### config.mk
export PLATFORM = sky130hd
export DESIGN_NAME = slc_ctrl
export DESIGN_NICKNAME = d
export VERILOG_FILES = /design/src/sv/slc_pkg.sv /design/src/sv/slc_ctrl.sv
export SDC_FILE = /design/constraint.sdc
export NUM_CORES = 1
export LEC_CHECK = 0
export BUFFER_PORTS_ARGS = -buffer_cell sky130_fd_sc_hd__clkbuf_2
export CORE_AREA = 2 2 39 41
export DETAILED_ROUTE_END_ITERATION = 8
export DIE_AREA = 0 0 41 43
export SLEW_MARGIN = 20
export SYNTH_ARGS = -nofsm -noshare
export SYNTH_HDL_FRONTEND = slang
export SYNTH_SLANG_ARGS = --single-unit
### constraint.sdc
create_clock -name clk -period 2.1 [get_ports clk]
set_input_delay 0.105 -clock clk [delete_from_list [all_inputs] [get_ports clk]]
set_output_delay 0.105 -clock clk [all_outputs]
set_load 0.01 [all_outputs]
### src/sv/slc_pkg.sv
// ----------------------------------------------------------------------------
// slc_pkg
// Shared types and constants for the set-associative LRU cache lookup block.
// ----------------------------------------------------------------------------
package slc_pkg;

    localparam int ADDR_W  = 64;
    localparam int TAG_W   = 64;
    localparam int STAMP_W = 64;
    localparam int CNT_W   = 32;
    localparam int DATA_W  = 32;
    localparam int PADDR_W = 4;

    localparam int SETB_W  = 3;
    localparam int BLKB_W  = 6;
    localparam int WAYS_W  = 4;

    localparam logic [SETB_W-1:0] SETB_RST = '0;
    localparam logic [BLKB_W-1:0] BLKB_RST = '0;
    localparam logic [WAYS_W-1:0] WAYS_RST = 4'd1;

    localparam logic [CNT_W-1:0] CNT_MAX = '1;

    // register indexes (paddr[3:2])
    localparam logic [1:0] REG_SET_BITS   = 2'd0;
    localparam logic [1:0] REG_BLOCK_BITS = 2'd1;
    localparam logic [1:0] REG_WAYS       = 2'd2;

    // outcome codes
    localparam logic [1:0] OUT_HIT   = 2'd0;
    localparam logic [1:0] OUT_FILL  = 2'd1;
    localparam logic [1:0] OUT_EVICT = 2'd2;

    typedef struct packed {
        logic clr;     // clear one row of valid bits
        logic load;    // capture a new address
        logic split;   // form set and tag, read the set
        logic lookup;  // compare, pick way, write back, report
    } dp_cmd_t;

    typedef struct packed {
        logic clr_last;
    } dp_stat_t;

endpackage

### src/sv/slc_ctrl.sv
// ----------------------------------------------------------------------------
// slc_ctrl
// Sequencer: clearing pass after reset, then split and lookup per transaction.
// ----------------------------------------------------------------------------
module slc_ctrl
(
    input  logic              clk,
    input  logic              rst_n,
    input  logic              start,
    output logic              busy,
    output slc_pkg::dp_cmd_t  cmd,
    input  slc_pkg::dp_stat_t stat
);
    import slc_pkg::*;

    typedef enum logic [3:0] {
        S_CLEAR = 4'b0001,
        S_IDLE  = 4'b0010,
        S_SPLIT = 4'b0100,
        S_LOOK  = 4'b1000
    } state_t;

    state_t state_reg;
    state_t state_next;
    logic   accept;

    assign busy   = (state_reg == S_CLEAR) || (state_reg == S_SPLIT);
    assign accept = start && !busy;

    always_comb
    begin
        state_next = state_reg;
        cmd        = '0;
        cmd.load   = accept;
        unique case (state_reg)
            S_CLEAR:
            begin
                cmd.clr = 1'b1;
                if (stat.clr_last)
                begin
                    state_next = S_IDLE;
                end
            end
            S_IDLE:
            begin
                if (accept)
                begin
                    state_next = S_SPLIT;
                end
            end
            S_SPLIT:
            begin
                cmd.split  = 1'b1;
                state_next = S_LOOK;
            end
            S_LOOK:
            begin
                // write-back lands before the next read, so a new item may follow
                cmd.lookup = 1'b1;
                state_next = accept ? S_SPLIT : S_IDLE;
            end
            default:
            begin
                state_next = S_CLEAR;
            end
        endcase
    end

    always_ff @(posedge clk or negedge rst_n)
    begin
        if (!rst_n)
        begin
            state_reg <= S_CLEAR;
        end
        else
        begin
            state_reg <= state_next;
        end
    end

endmodule

==> flow_summary.ini <==
[synth]
syn_area_um2 = 274
synth_seq_cells = 4
ys_seq_area_share_pct = 37.0
synth_nets = 28
syn_area_per_cell_um2 = 11.4
postSynthCellCount = 24
yosys_warnings = 0
synth_cell_type_count = 17

[global_route]
grt_pass1_vias = 238
grt_first_pass_wirelength_mm = 1.01
gr-total-overflow = 0
antenna_found_initial = 0
grt_util_all_layers_pct = 9.26
grt_max_degree = 10

[floorplan]
io_pins = 9
dieHeight_um = 43
row_count = 14
die_w_um = 41
start_util_pct = 19.8
dieArea_um2 = 1760
core_area_um2 = 1380

[hold_path]
whs_path_depth = 2
hold_end = state_reg[1]$_DFFE_PN0P_
hold_start = start
hp-class = in2reg

[finish]
fin_area_um2 = 335
fin_cells = 49
layout-drive-gt1-share_pct = 45.5
diodes = 0
area_growth_pct = 22.4
largest_register_ffs = 4
fillers = 158
fin_nets = 38

[worst_setup_path]
slowest_stage = dfstp_2
startpoint_type = flop
critPathArrivalTime_ns = 1.29
ff2ff_setup_slack_ns = 0.95
path_cells = xnor2_1 > nor3_2 > nor2b_1 > clkbuf_2
max_stage_delay_ns = 0.59
cp_top_family = flip-flops
critPathKind = reg2out
critPathCaptureType = primary output
crit_required_ns = 2.00
r2r_end = state_reg[0]$_DFFE_PN1P_
cp_num_buf_inv = 1
crit_fanout = 7
rr_startpoint = state_reg[0]$_DFFE_PN1P_
crit_cells = 4
worstRegToRegCells = 3

[power_and_ir_drop]
p_leak_nw = 0.153
comb_power_share_pct = 39.7
power_per_cell_area_nw_per_um2 = 1340
power.switching_mw = 0.172
irDropWorstVdd_uv = 329
p_total_mw = 0.448
pwr-share-clk_pct = 24.5
switching_share_pct = 38.3
p_int_mw = 0.276
power_frac_seq_pct = 35.8

[sta]
post-route-period-util_pct = 66.3
drv_slew = 0
rsz0062_at_grt = no
worstMarginPinSlew_ns = 0.343
hold_viol_final = 0
clock_skew_ns = 0.00105
fmax_ghz = 0.718
relSlewSlack_pct = 77.2
fin_setup_tns_ns = 0
min_period_ns = 1.39
setup_viol = 0

[routing]
vias = 196
drt-vias-per-instance = 4.00
wl_um = 529
drc = 0
wl_per_cell_um = 10.8
first_pass_iters = 2
drt_iter0_markers = 1
drtAntennaViolNets = 0

[cts]
clk_path_buf_depth = 2
cts_made_buffers = 3
cts_tree = yes
clkTransAtPathRegs_ns = 0.04
clock-sinks = 4
clk_latency_ns = 0.24
post_cts_buffers = 0
clockRootBuffer = clkbuf_4
htreeDepth = 1

[placed_design]
dpl.cell_count = 44
post-dp-hpwl_um = 352
io_buffers = 8
gp_congestion = 0.705
place_area_um2 = 299

[flow_run]
maxCapViolCount = 0

[run_status]
status = finished, final reports clean
==> cells in the mapped netlist <==
cell      number  area, um2
nand2b_1       1       6.26
o31ai_1        1       7.51
nor3b_1        1       7.51
nor2b_1        1       6.26
dfstp_2        1       26.3
buf_4          1       7.51
xnor2_1        1       8.76
buf_6          2       22.5
dfrtp_1        3       75.1
o21ai_0        2       10.0
nand2_2        1       6.26
xor2_1         2       17.5
nor4b_1        3       26.3
nor4b_4        1       23.8
nor3_2         1       10.0
o21a_1         1       7.51
buf_2          1       5.00
==> kinds of logic after synthesis <==
family                 synth area share (%)
AND/OR/NAND/NOR                        31.5
flip-flops                             37.0
XOR/XNOR                               9.59
buffers and inverters                  12.8
AO/OA/AOI/OAI                          9.13
==> placed cells by master, fill, tap and decap left out <==
| cell type | count |
|---|---|
| clkbuf_2 | 8 |
| nor4b_1 | 3 |
| clkbuf_4 | 3 |
| dfrtp_1 | 3 |
| xor2_1 | 2 |
| o21ai_0 | 2 |
| nor4b_4 | 1 |
| xnor2_1 | 1 |
| nor3_2 | 1 |
| nor2b_1 | 1 |
| nand2b_1 | 1 |
| nand2_2 | 1 |
| o31ai_1 | 1 |
| o21a_1 | 1 |
| nor3b_1 | 1 |
| clkbuf_1 | 1 |
| dlygate4sd3_1 | 1 |
| dfstp_2 | 1 |
==> worst max path at each step <==
| stage | end | start | slack, ns |
|---|---|---|---|
| after floorplan | cmd[2] | state_reg[0]$_DFFE_PN1P_ | 0.93 |
| after global placement | cmd[2] | state_reg[0]$_DFFE_PN1P_ | 0.97 |
| after detailed placement | cmd[2] | state_reg[0]$_DFFE_PN1P_ | 0.96 |
| after CTS | cmd[3] | state_reg[1]$_DFFE_PN0P_ | 0.69 |
| after global routing | cmd[2] | state_reg[0]$_DFFE_PN1P_ | 0.61 |
| final | cmd[2] | state_reg[0]$_DFFE_PN1P_ | 0.71 |
==> worst register-to-register path: cells and delay by family, from the launching register on <==
| family | cells | cell delay, ns |
|---|---|---|
| flip-flops | 1 | 0.59 |
| AND/OR/NAND/NOR | 2 | 0.37 |
| AO/OA/AOI/OAI | 1 | 0.12 |
==> routing by layer <==
metal / GRT usage [%] / vias to the layer above / wire (um)
met1: 10.7 / 91 / 238
li1: - / 100 / -
met5: 0 / - / 0
met4: 12.0 / 0 / 0
met2: 11.9 / 5 / 269
met3: 1.57 / 0 / 21
==> power groups by stage <==
stage          sequential (mW)  combinational [mW]  clock, mW
2_1_floorplan            0.123               0.190          0
3_3_place_gp             0.162               0.174          0
3_5_place_dp             0.161               0.176          0
4_1_cts                  0.162               0.182      0.117
5_1_grt                  0.169               0.202      0.120
6_report                 0.161               0.178      0.110
==> metrics by stage <==
stage	hold WS [ns]	utilization [%]	setup slack (ns)
floorplan	-0.191	-	0.932
global placement	-0.0893	21.6	0.972
detailed placement	-0.0808	21.6	0.959
CTS	0.0672	24.2	0.690
global route	0.0947	24.2	0.607
finish	0.0780	24.2	0.707
==> area by class of cell <==
class	instances	area (um2)	area share, %
clock buffer	4	26.3	7.84
multi-input combinational	16	138	41.0
sequential	4	101	30.2
tap	16	20.0	5.97
timing repair buffer	9	50.0	14.9
==> repair_timing <==
item / CTS / global route
hold buffers: 1 / 0
hold endpoints to repair: 4 / 0
gates resized for setup: 0 / 0
(Power assumes the default switching activity.)
